**config.mk**
```make
export PLATFORM = sky130hd
export DESIGN_NAME = image_convolution_tap_accumulator
export DESIGN_NICKNAME = d
export VERILOG_FILES = /design/src/cta_pkg.sv /design/src/image_convolution_tap_accumulator.sv /design/src/cta_mac.sv /design/src/cta_div.sv
export SDC_FILE = /design/constraint.sdc
export NUM_CORES = 1
export LEC_CHECK = 0
export ABC_AREA = 1
export BUFFER_PORTS_ARGS = -buffer_cell sky130_fd_sc_hd__buf_2
export CORE_MARGIN = 2
export CORE_UTILIZATION = 55
export CTS_BUF_LIST = sky130_fd_sc_hd__clkbuf_8 sky130_fd_sc_hd__clkbuf_16
export CTS_CLUSTER_DIAMETER = 50
export CTS_CLUSTER_SIZE = 24
export DETAILED_ROUTE_END_ITERATION = 10
export GPL_ROUTABILITY_DRIVEN = 1
export PLACE_DENSITY = 0.75
export SYNTH_ARGS = -nofsm -noshare
export SYNTH_HDL_FRONTEND = slang
export SYNTH_HIERARCHICAL = 1
export SYNTH_SLANG_ARGS = --single-unit
```
**constraint.sdc**
```tcl
create_clock -name clk_i -period 6.4 [get_ports clk_i]
set_input_delay 0.32 -clock clk_i [delete_from_list [all_inputs] [get_ports clk_i]]
set_output_delay 0.32 -clock clk_i [all_outputs]
set_load 0.02 [all_outputs]
```
**src/cta_pkg.sv**
```systemverilog
// ----------------------------------------------------------------------------
// cta_pkg: shared types and constants of the convolution tap accumulator
// Widths of the channel sums, the divider and the control struct that the
// sequencer hands to the multiply-accumulate unit.
// ----------------------------------------------------------------------------
package cta_pkg;

  localparam int unsigned AccW    = 26;  // channel sum width
  localparam int unsigned QuoW    = AccW + 1;  // quotient of -2^25 / -1 needs one more bit
  localparam int unsigned ChanW   = 8;
  localparam int unsigned WeightW = 11;
  localparam int unsigned DivW    = 16;
  localparam int unsigned BiasW   = 10;
  localparam int unsigned NumChan = 4;
  localparam int unsigned ChanSelW = $clog2(NumChan);
  localparam int unsigned ProdW   = ChanW + 1 + WeightW;
  localparam int unsigned DivCntW = $clog2(AccW);

  localparam logic [ChanW-1:0] ChanMax = 8'd255;

  // Register indexes of the configuration port.
  localparam logic CfgDivisor = 1'b0;
  localparam logic CfgBias    = 1'b1;

  typedef struct packed {
    logic                en;   // add weight times channel into the selected sum
    logic                clr;  // clear the selected sum
    logic [ChanSelW-1:0] sel;  // channel: 0 blue, 1 green, 2 red, 3 alpha
  } mac_ctrl_t;

endpackage

```
**src/image_convolution_tap_accumulator.sv**
```systemverilog
// ----------------------------------------------------------------------------
// image_convolution_tap_accumulator: one output pixel of a 2D convolution
// Accumulates weight times channel over a stream of kernel taps, then
// divides, biases, clamps and packs the ARGB8888 result.
// ----------------------------------------------------------------------------
// Input channel: one beat per kernel tap (pixel_argb_i, tap_weight_i,
// last_tap_i) under in_valid_i / in_ready_o. Output channel: one beat per
// output pixel (result_argb_o) under out_valid_o / out_ready_i.
// A tap is taken through one shared multiplier, one color channel a cycle,
// so in_ready_o is high again once all four channels have been summed.
// On a last tap each of the four sums then goes through one shared serial
// divider, one quotient bit a cycle, and the result is then moved into
// the output register once that register is free; division is skipped
// when the divisor register is zero.
// Configuration writes (index 0 divisor, index 1 bias) take effect at once;
// the user makes them only while the block is idle; it is not enforced.
// Reset clears the sums, sets divisor to 1 and bias to 0, and empties the
// output register. A result waiting for out_ready_i does not block further
// taps; only a following last tap waits until that result has been taken.
// ----------------------------------------------------------------------------
module image_convolution_tap_accumulator import cta_pkg::*; (
  input  logic                      clk_i,
  input  logic                      rst_ni,
  input  logic                      in_valid_i,
  output logic                      in_ready_o,
  input  logic [31:0]               pixel_argb_i,
  input  logic signed [WeightW-1:0] tap_weight_i,
  input  logic                      last_tap_i,
  output logic                      out_valid_o,
  input  logic                      out_ready_i,
  output logic [31:0]               result_argb_o,
  input  logic                      cfg_we_i,
  input  logic                      cfg_idx_i,
  input  logic [DivW-1:0]           cfg_wdata_i
);

  localparam logic [2:0] S_IDLE = 3'd0;
  localparam logic [2:0] S_MAC  = 3'd1;
  localparam logic [2:0] S_DIV  = 3'd2;
  localparam logic [2:0] S_WAIT = 3'd3;
  localparam logic [2:0] S_FIN  = 3'd4;
  localparam logic [2:0] S_PUSH = 3'd5;

  logic [2:0]               state_q, state_d;
  logic [ChanSelW-1:0]      ch_q, ch_d;
  logic                     out_valid_q, out_valid_d;
  logic [31:0]              out_data_q;
  logic [31:0]              pixel_q;
  logic signed [WeightW-1:0] weight_q;
  logic                     last_q;
  logic signed [QuoW-1:0]   val_q;
  logic [31:0]              res_q;
  logic signed [DivW-1:0]   divisor_q;
  logic signed [BiasW-1:0]  bias_q;

  mac_ctrl_t                mac_ctrl;
  logic signed [AccW-1:0]   sum;
  logic                     div_start;
  logic                     div_busy;
  logic                     div_done;
  logic signed [QuoW-1:0]   quotient;
  logic                     in_acc;
  logic                     out_load;
  logic signed [QuoW:0]     biased;
  logic [ChanW-1:0]         chan_byte;

  assign in_ready_o = (state_q == S_IDLE);
  assign in_acc     = in_valid_i && in_ready_o;
  assign out_load   = (state_q == S_PUSH) && (!out_valid_q || out_ready_i);

  assign mac_ctrl.en  = (state_q == S_MAC);
  assign mac_ctrl.clr = (state_q == S_FIN);
  assign mac_ctrl.sel = ch_q;

  assign div_start = (state_q == S_DIV) && (divisor_q != '0);

  cta_mac u_mac (
    .clk_i    (clk_i),
    .rst_ni   (rst_ni),
    .ctrl_i   (mac_ctrl),
    .chan_i   (pixel_q[{ch_q, 3'b000} +: ChanW]),
    .weight_i (weight_q),
    .sum_o    (sum)
  );

  cta_div u_div (
    .clk_i      (clk_i),
    .rst_ni     (rst_ni),
    .start_i    (div_start),
    .dividend_i (sum),
    .divisor_i  (divisor_q),
    .busy_o     (div_busy),
    .done_o     (div_done),
    .quotient_o (quotient)
  );

  // Bias and clamp to the 0..255 range of one color channel.
  assign biased = {val_q[QuoW-1], val_q} + {{(QuoW+1-BiasW){bias_q[BiasW-1]}}, bias_q};

  always_comb begin
    if (biased[QuoW]) begin
      chan_byte = '0;
    end else if (biased > $signed({{(QuoW+1-ChanW){1'b0}}, ChanMax})) begin
      chan_byte = ChanMax;
    end else begin
      chan_byte = biased[ChanW-1:0];
    end
  end

  always_comb begin
    state_d     = state_q;
    ch_d        = ch_q;
    out_valid_d = out_valid_q;
    if (out_valid_q && out_ready_i) begin
      out_valid_d = 1'b0;
    end
    case (state_q)
      S_IDLE: begin
        if (in_acc) begin
          state_d = S_MAC;
          ch_d    = '0;
        end
      end
      S_MAC: begin
        ch_d = ch_q + 1'b1;
        if (ch_q == ChanSelW'(NumChan - 1)) begin
          state_d = last_q ? S_DIV : S_IDLE;
        end
      end
      S_DIV: begin
        state_d = (divisor_q == '0) ? S_FIN : S_WAIT;
      end
      S_WAIT: begin
        if (div_done) begin
          state_d = S_FIN;
        end
      end
      S_FIN: begin
        ch_d = ch_q + 1'b1;
        if (ch_q == ChanSelW'(NumChan - 1)) begin
          state_d = S_PUSH;
        end else begin
          state_d = S_DIV;
        end
      end
      S_PUSH: begin
        if (out_load) begin
          out_valid_d = 1'b1;
          state_d     = S_IDLE;
        end
      end
      default: begin
        state_d = S_IDLE;
      end
    endcase
  end

  always_ff @(posedge clk_i or negedge rst_ni) begin
    if (!rst_ni) begin
      state_q     <= S_IDLE;
      ch_q        <= '0;
      out_valid_q <= 1'b0;
      divisor_q   <= DivW'(1);
      bias_q      <= '0;
    end else begin
      state_q     <= state_d;
      ch_q        <= ch_d;
      out_valid_q <= out_valid_d;
      if (cfg_we_i) begin
        case (cfg_idx_i)
          CfgDivisor: divisor_q <= $signed(cfg_wdata_i);
          CfgBias:    bias_q    <= $signed(cfg_wdata_i[BiasW-1:0]);
          default:    ;
        endcase
      end
    end
  end

  always_ff @(posedge clk_i) begin
    if (in_acc) begin
      pixel_q  <= pixel_argb_i;
      weight_q <= tap_weight_i;
      last_q   <= last_tap_i;
    end
    if (state_q == S_DIV && divisor_q == '0) begin
      val_q <= {sum[AccW-1], sum};
    end else if (state_q == S_WAIT && div_done) begin
      val_q <= quotient;
    end
    if (state_q == S_FIN) begin
      res_q[{ch_q, 3'b000} +: ChanW] <= chan_byte;
    end
    if (out_load) begin
      out_data_q <= res_q;
    end
  end

  assign out_valid_o   = out_valid_q;
  assign result_argb_o = out_data_q;

  a_tap_pass: assert property (@(posedge clk_i) disable iff (!rst_ni)
    in_acc |-> ##4 (state_q == S_MAC && ch_q == 2'd3))
    else $error("tap did not take four multiply cycles");

  a_push_valid: assert property (@(posedge clk_i) disable iff (!rst_ni)
    out_load |=> out_valid_q)
    else $error("finished pixel not presented");

  a_div_only_wait: assert property (@(posedge clk_i) disable iff (!rst_ni)
    div_busy |-> state_q == S_WAIT)
    else $error("divider running outside the wait state");

  a_wait_needs_div: assert property (@(posedge clk_i) disable iff (!rst_ni)
    (state_q == S_WAIT) |-> (div_busy || div_done))
    else $error("waiting on an idle divider");

endmodule

```
**src/cta_mac.sv**
```systemverilog
// ----------------------------------------------------------------------------
// cta_mac: shared multiply-accumulate unit
// Holds the four channel sums and one 8 x 11 multiplier that serves each
// channel in turn under control of the sequencer.
// ----------------------------------------------------------------------------
module cta_mac import cta_pkg::*; (
  input  logic                      clk_i,
  input  logic                      rst_ni,
  input  mac_ctrl_t                 ctrl_i,
  input  logic [ChanW-1:0]          chan_i,
  input  logic signed [WeightW-1:0] weight_i,
  output logic signed [AccW-1:0]    sum_o
);

  logic [AccW-1:0]         sum_q [NumChan];
  logic signed [ProdW-1:0] prod;
  logic [AccW-1:0]         sum_d;

  assign prod  = $signed({1'b0, chan_i}) * weight_i;
  assign sum_d = sum_q[ctrl_i.sel] + {{(AccW-ProdW){prod[ProdW-1]}}, prod};
  assign sum_o = $signed(sum_q[ctrl_i.sel]);

  always_ff @(posedge clk_i or negedge rst_ni) begin
    if (!rst_ni) begin
      for (int i = 0; i < NumChan; i++) begin
        sum_q[i] <= '0;
      end
    end else if (ctrl_i.clr) begin
      sum_q[ctrl_i.sel] <= '0;
    end else if (ctrl_i.en) begin
      sum_q[ctrl_i.sel] <= sum_d;
    end
  end

  a_clr_zero: assert property (@(posedge clk_i) disable iff (!rst_ni)
    ctrl_i.clr |=> sum_q[$past(ctrl_i.sel)] == '0)
    else $error("channel sum not cleared");

  a_one_op: assert property (@(posedge clk_i) disable iff (!rst_ni)
    !(ctrl_i.clr && ctrl_i.en))
    else $error("clear and accumulate requested together");

  a_other_hold: assert property (@(posedge clk_i) disable iff (!rst_ni)
    (ctrl_i.en && ctrl_i.sel != 2'd0) |=> $stable(sum_q[0]))
    else $error("unselected channel sum changed");

endmodule

```
**src/cta_div.sv**
```systemverilog
// ----------------------------------------------------------------------------
// cta_div: iterative signed divider
// Restoring division of magnitudes, one quotient bit per cycle, with the
// sign applied at the end so that the quotient truncates toward zero.
// ----------------------------------------------------------------------------
module cta_div import cta_pkg::*; (
  input  logic                    clk_i,
  input  logic                    rst_ni,
  input  logic                    start_i,
  input  logic signed [AccW-1:0]  dividend_i,
  input  logic signed [DivW-1:0]  divisor_i,
  output logic                    busy_o,
  output logic                    done_o,
  output logic signed [QuoW-1:0]  quotient_o
);

  logic               busy_q, busy_d;
  logic               done_q, done_d;
  logic [DivCntW-1:0] cnt_q, cnt_d;
  logic [AccW-1:0]    quo_q;
  logic [DivW-1:0]    rem_q;
  logic [DivW-1:0]    dmag_q;
  logic               neg_q;

  logic [AccW-1:0]    dend_mag;
  logic [DivW-1:0]    dsor_mag;
  logic [DivW:0]      rem_sh;
  logic               ge;
  logic [DivW-1:0]    rem_sub;

  assign dend_mag = dividend_i[AccW-1] ? (AccW'(0) - AccW'(dividend_i)) : AccW'(dividend_i);
  assign dsor_mag = divisor_i[DivW-1] ? (DivW'(0) - DivW'(divisor_i)) : DivW'(divisor_i);

  // The remainder stays below the divisor, so the difference fits in DivW bits.
  assign rem_sh  = {rem_q, quo_q[AccW-1]};
  assign ge      = rem_sh >= {1'b0, dmag_q};
  assign rem_sub = rem_sh[DivW-1:0] - dmag_q;

  always_comb begin
    busy_d = busy_q;
    done_d = 1'b0;
    cnt_d  = cnt_q;
    if (start_i) begin
      busy_d = 1'b1;
      cnt_d  = DivCntW'(AccW - 1);
    end else if (busy_q) begin
      cnt_d = cnt_q - 1'b1;
      if (cnt_q == '0) begin
        busy_d = 1'b0;
        done_d = 1'b1;
      end
    end
  end

  always_ff @(posedge clk_i or negedge rst_ni) begin
    if (!rst_ni) begin
      busy_q <= 1'b0;
      done_q <= 1'b0;
      cnt_q  <= '0;
    end else begin
      busy_q <= busy_d;
      done_q <= done_d;
      cnt_q  <= cnt_d;
    end
  end

  always_ff @(posedge clk_i) begin
    if (start_i) begin
      quo_q  <= dend_mag;
      rem_q  <= '0;
      dmag_q <= dsor_mag;
      neg_q  <= dividend_i[AccW-1] ^ divisor_i[DivW-1];
    end else if (busy_q) begin
      quo_q <= {quo_q[AccW-2:0], ge};
      rem_q <= ge ? rem_sub : rem_sh[DivW-1:0];
    end
  end

  assign busy_o     = busy_q;
  assign done_o     = done_q;
  assign quotient_o = neg_q ? $signed(QuoW'(0) - {1'b0, quo_q}) : $signed({1'b0, quo_q});

  a_start_idle: assert property (@(posedge clk_i) disable iff (!rst_ni)
    start_i |-> !busy_q)
    else $error("divider started while busy");

  a_done_after: assert property (@(posedge clk_i) disable iff (!rst_ni)
    done_q |-> $past(busy_q) && !busy_q)
    else $error("divider done without a finished run");

  a_run_length: assert property (@(posedge clk_i) disable iff (!rst_ni)
    start_i |-> ##27 done_q)
    else $error("divider run has the wrong length");

endmodule
```
==> run summary, run 1 <==
nets: 3419
layout cells sized above 1: 0.158
H-tree depth: 2
status: complete, no violations
multi-input logic area: 12800 um2
Placed Area: 24900 um2
largest net degree at the start of global routing: 74
Root Driver: clkbuf_16
most frequent cells in the layout: 779 x nand2_1, 480 x inv_1, 208 x nor2_1
Routed Antenna Nets: 0
Die Ht: 211 um
initial DRC count: 2101
grt total ovfl: 0
Crit Path Class: reg -> reg
Final Skew: 0.0203 ns
data arrival time of the critical path: 6.65 ns
CP max stage delay: 0.57 ns
gr usage total: 0.296
Slew @ Worst Pin: 1.34 ns
slew margin rel.: 0.104
Slew Viols, Final: 0
antenna violations before repair: 0
Site Rows: 75
Hold Path Class: in -> reg
initial core utilization: 0.560
hpwl dp: 47200 um
delay-heaviest family, CP: adder cells
clock sink total: 337
Register Area: 9250 um2
max-cap viol count: 0
sequential element share of the synthesized area: 0.392
worst hold margin: 0.0424 ns
f_max: 160 MHz
Critical Path End Type: register
gpl congestion: 0.960
final WL: 67200 um
most used cell, CP: fa_1
# fillers: 3424
fin crit period: 6.24 ns
Core Area: 42100 um2
PortBufs: 99
CTS Buf Count: 36
Post-Syn Nets: 3224
slowest CP cell: fa_1
first-pass GRT wire length: 104000 um
Startpoint Class: register
vias in the first global route: 20182
clk slew on worst S/H paths: 0.08 ns
drt pass-1 iters: 10
Mean Syn Cell Area: 7.96 um2
full die area: 44600 um2
Yosys cell types: 61
Yosys reg bits: 337
final instance area: 27700 um2
CP Max Fanout: 11
Synth Cell Area: 23600 um2
Die W: 211 um
Fin. Hold Viols: 0
residual DRC count: 0
CTS tree: built
clk buf depth: 3
CP required: 6.81 ns
WP buf/inv: 5
vias per cell: 5.65
Area Growth Syn to Fin: 17.5%
Ys Warns: 6
commonest non-fill, non-tap cell in the layout: nand2_1
via count: 21049
WL/cell: 18.0 um
I/O pin count: 100
synthesized instance count: 2964
# setup viols final: 0
Final Core Density: 0.658
crit share post-route: 0.975
worst skew pair latency: 0.57 ns
## flip-flops by register name (all words and copies together) (netlist names)
signal,count
bias_q,10
ch_q,2
divisor_q,16
last_q,1
out_valid_o,1
pixel_q,32
res_q,32
result_argb_o,32
state_q,3
u_div/busy_o,1
u_div/cnt_q,5
u_div/dmag_q,16
u_div/done_o,1
u_div/neg_q,1
u_div/quo_q,26
u_div/rem_q,16
u_mac/sum_q,104
val_q,27
weight_q,11
## metal layers
layer,vias up,routed length (um),global-route usage
li1,9964,-,-
met1,9985,27100,0.390
met2,901,32300,0.492
met3,199,5020,0.0453
met4,0,2760,0.119
met5,-,0,0
## worst reg2reg max path, delay by kind of cell (launching register included)
family / cells / cell delay [ns]
fa+ha+maj: 6 / 2.72
simple gates: 13 / 1.57
compound gates: 5 / 0.75
buf+inv: 5 / 0.57
flops: 1 / 0.45
## cell families (layout without fill, tap and decap cells)
logic type / Yosys count / count (layout) / synth area share
and+or+nand+nor: 1336 / 1336 / 0.245
buffers and inverters: 596 / 819 / 0.0971
AOI/OAI and AO/OA: 419 / 419 / 0.107
DFF: 337 / 337 / 0.392
adders and majority gates: 194 / 194 / 0.127
xor gates and xnor gates: 75 / 75 / 0.0286
muxes: 7 / 7 / 0.00334
other: 0 / 1 / 0
## what timing repair did
action	in CTS	in global routing
endpoints found under the hold margin	121	0
setup endpoints to repair	40	65
cloned	0	1
hold buffers	51	0
resized for setup	13	168
buffers inserted	4	22
pin swaps	0	77
## Yosys cell counts, drive strengths merged
cell type	count	share of area
a21boi	2	0.00064
a21o	4	0.0013
a21oi	96	0.023
a22o	1	0.00037
a22oi	31	0.0099
a31oi	4	0.0011
and2	2	0.00053
and3	3	0.00080
buf	23	0.0055
clkbuf	56	0.0093
clkinv	6	0.00095
dfrtp	142	0.15
dfstp	1	0.0011
dfxtp	16	0.014
edfxtp	178	0.23
fa	75	0.064
ha	119	0.063
inv	511	0.081
mux2	7	0.0033
nand2	821	0.13
nand3	158	0.039
nand3b	14	0.0045
nand4	44	0.012
nor2	238	0.041
nor3	35	0.0092
nor4	8	0.0021
o211ai	5	0.0024
o21a	4	0.0013
o21ai	197	0.043
o21bai	8	0.0030
o221ai	16	0.0059
o22ai	45	0.012
o31ai	6	0.0019
or2	13	0.0034
xnor2	22	0.0082
xor2	53	0.020
## through the flow
step	setup slack, ns	std cells	TNS (ns)
finish	0.160	3727	0
global route	-0.156	3726	-3.99
CTS	0.00559	3703	0
detailed placement	-0.268	3582	-6.80
global placement	0.0226	3582	0
floorplan	0.0720	2964	0
## path summary, 6_finish.rpt
kind	cells after the start	end	slack, ns	from
max	29	u_mac/sum_q[48]$_DFFE_PN0P_	0.16	ch_q[1]$_DFFE_PN0P_
max in group asynchronous	3	u_mac/sum_q[39]$_DFFE_PN0P_	4.61	rst_ni
min	3	bias_q[3]$_DFFE_PN0P_	0.04	cfg_wdata_i[3]
max reg2reg	29	u_mac/sum_q[48]$_DFFE_PN0P_	0.16	ch_q[1]$_DFFE_PN0P_
min reg2reg	0	result_argb_o[3]$_DFFE_PP_	0.41	res_q[3]$_DFFE_PP_
min in group asynchronous	2	divisor_q[12]$_DFFE_PN0P_	0.33	rst_ni
## layout make-up
cell class / count / share of cell area
sequential: 337 / 0.334
timing repair buffer: 236 / 0.0622
inverter: 517 / 0.0703
tap: 539 / 0.0243
clock buffer: 40 / 0.0357
antenna: 1 / 0.0000903
clock inverter: 26 / 0.0135
multi-input combinational: 2031 / 0.460
Power of run 1 is not shown: default switching activity piles up to over one toggle a cycle in this logic, so the estimate is an artifact.
==> run 2, diff against run 1 <==
ABC_AREA = unset   (was 1)
==> run 2 against run 1 <==
Net effect:
- global-route usage is 2.9 points lower
- largest cell class unchanged
- cell area is 4.2% lower
- sequential share of layout area is 1.5 points higher
- maximum frequency is 7.5% lower
- first-iteration DRC count is 36% lower
- the flow now finishes with violations (setup timing)
- clock skew is 0.0027 ns higher
- register-to-register slack worse by 0.51 ns
- via count is 18% lower
==> run summary, run 2 <==
residual DRC count: 0 (unchanged)
Crit Path Class: reg -> reg
synthesized instance count: 2046 (-31%)
failing checks: setup timing
Worst Slack Setup Final: -0.347 ns (-0.507 ns)
Hold Path Class: in -> reg
fin crit period: 6.75 ns (+0.507 ns)
synth cell count leaders: 178 x edfxtp_1, 173 x inv_1, 143 x nand2_1, 143 x nor2_1, 142 x dfrtp_1
Yosys reg bits: 337 (unchanged)
Peak VDD IR: 0.000199 V
slew margin rel.: 0.114 (+0.00983)
full die area: 41900 um2 (-6.0%)
data arrival time of the critical path: 7.19 ns (+0.54 ns)
worst skew pair latency: 0.57 ns (about the same)
PD cells: 191 nW/um2
Yosys cell types: 98 (+61%)
WP buf/inv: 8 (+3)
Routed Antenna Nets: 0 (unchanged)
drt pass-1 iters: 6 (-4)
setup tns final: -8.31 ns (-8.31 ns)
Critical Path End Type: register
most frequent cells in the layout: 178 x edfxtp_1, 159 x inv_1, 140 x nor2_1, 140 x dfrtp_1, 136 x nand2_1
Slew @ Worst Pin: 1.33 ns (-0.0172 ns)
clock sink total: 337 (unchanged)
final WL: 56200 um (-16%)
Die W: 205 um (-3.0%)
Fin. Hold Viols: 0 (unchanged)
I/O pin count: 100 (unchanged)
top-count cell post-synth: edfxtp_1
crit share post-route: 1.05 (+0.0792)
CTS Buf Count: 35 (-2.8%)
max-cap viol count: 0 (unchanged)
Synth Cell Area: 22100 um2 (-6.1%)
status: finished, violations left
Yosys top cell area share: 0.241 (+0.0147)
EDFF count, synth: 178 (unchanged)
H-tree depth: 2 (unchanged)
delay-heaviest family, CP: adder cells
Synth area leader: edfxtp_1
initial DRC count: 1349 (-36%)
CP Max Fanout: 4 (-7)
Root Driver: clkbuf_16
WL/cell: 19.9 um (+10%)
Slew Viols, Final: 0 (unchanged)
layout cells sized above 1: 0.249 (+0.0917)
critical path depth in cells: 29 (unchanged)
clk buf depth: 3 (unchanged)
largest net degree at the start of global routing: 83 (+12%)
max reg flops: 104 (unchanged)
first-pass GRT wire length: 88800 um (-15%)
Core Area: 39700 um2 (-5.7%)
commonest non-fill, non-tap cell in the layout: edfxtp_1
Final Skew: 0.0230 ns (+0.00269 ns)
CP max stage delay: 0.57 ns (about the same)
top cells by area, synth: edfxtp_1 24%, dfrtp_1 16%, fa_1 6.8%
Area Growth Syn to Fin: 19.9%
gpl congestion: 0.913 (-4.9%)
Ys Warns: 6 (unchanged)
ys async rst share: 0.424 (unchanged)
most used cell, CP: fa_1
CTS tree: built
R2R depth: 29 (unchanged)
Pleak: 11.0 nW
Site Rows: 73 (-2.7%)
Placed Area: 23900 um2 (-4.0%)
Die Ht: 205 um (-3.0%)
hpwl dp: 37800 um (-20%)
CP required: 6.85 ns (+0.04 ns)
nets: 2540 (-26%)
slowest CP cell: mux4_2
antenna violations before repair: 0 (unchanged)
f_max: 148 MHz (-7.5%)
Post-Syn Nets: 2306 (-28%)
antenna diode count: 0 (-1)
clk slew on worst S/H paths: 0.07 ns (about the same)
gr usage total: 0.267 (-0.0286)
vias in the first global route: 17268 (-14%)
# setup viols final: 41 (+41)
final instance area: 26600 um2 (-4.2%)
RSZ-0062 raised after global routing: yes
PortBufs: 99 (unchanged)
Top FF cell, synth: edfxtp_1
Worst Hold Path Cells: 2 (-1)
Reg with most FFs: u_mac/sum_q
Mean Syn Cell Area: 10.8 um2 (+36%)
sequential element share of the synthesized area: 0.417 (+0.0254)
vias per cell: 6.09 (+7.9%)
initial core utilization: 0.557 (-0.00234)
via count: 17253 (-18%)
Startpoint Class: register
grt total ovfl: 0 (unchanged)
[run 2: final timing paths]
| path | start | end | slack (ns) |
|---|---|---|---|
| worst max-delay path | ch_q[0]$_DFFE_PN0P_ | u_mac/sum_q[48]$_DFFE_PN0P_ | -0.35 |
| worst min-delay path | cfg_wdata_i[9] | bias_q[9]$_DFFE_PN0P_ | 0.02 |
| worst max register to register | ch_q[0]$_DFFE_PN0P_ | u_mac/sum_q[48]$_DFFE_PN0P_ | -0.35 |
| worst min register to register | res_q[30]$_DFFE_PP_ | result_argb_o[30]$_DFFE_PP_ | 0.42 |
| max in group asynchronous | rst_ni | ch_q[0]$_DFFE_PN0P_ | 4.62 |
| min in group asynchronous | rst_ni | u_mac/sum_q[14]$_DFFE_PN0P_ | 0.36 |
[run 2: what timing repair did]
item	CTS	global route
endpoints found under the hold margin	121	0
hold buffers	50	0
setup buffers	25	7
resized for setup	104	34
gates cloned	3	0
setup endpoints to repair	52	52
pin swaps	84	28
[run 2: area by class of cell]
cell class                      count  area [um2]
Timing Repair Buffer              284        2120
Tap cell                          525         657
Sequential cell                   337        9250
Clock inverter                     26         372
Fill cell                        2890       13200
Multi-Input combinational cell   1449       12600
Inverter                          173         652
Clock buffer                       38         940
[run 2: routing by layer]
metal  wire (um)  part of all wire  vias to the layer above  GRT usage
met4        2400             0.043                        0      0.120
met3        3460             0.061                      167     0.0434
met2       27900              0.50                      661      0.454
met5           0                 0                        -          0
met1       22400              0.40                     8535      0.337
li1            -                 -                     7890          -
[run 2: kinds of logic after synthesis]
family | Yosys count | share of synthesized area
mux | 104 | 0.0697
compound gates | 474 | 0.153
simple gates | 551 | 0.129
fa+ha+maj | 194 | 0.135
xor+xnor | 124 | 0.0497
flops | 337 | 0.417
buf+inv | 262 | 0.0466
[run 2: report_power, final]
part           leakage, nW  total (mW)  switching, mW  internal [mW]
clock                0.636        2.29          0.998           1.29
sequential            3.44        2.35         0.0388           2.31
combinational         6.96       0.441          0.248          0.193
[run 2: through the flow]
step	utilization	std cells	hold slack, ns	worst slack (ns)	total power [mW]
CTS	0.663	2825	0.000602	-0.128	5.10
global placement	0.601	2684	0.360	-0.274	2.79
detailed placement	0.601	2684	0.376	-0.432	2.80
global route	0.668	2832	0.00862	-0.567	5.24
finish	0.668	2832	0.0179	-0.347	5.07
floorplan	-	2046	0.0244	-0.0292	2.68
(Power assumes the default switching activity.)
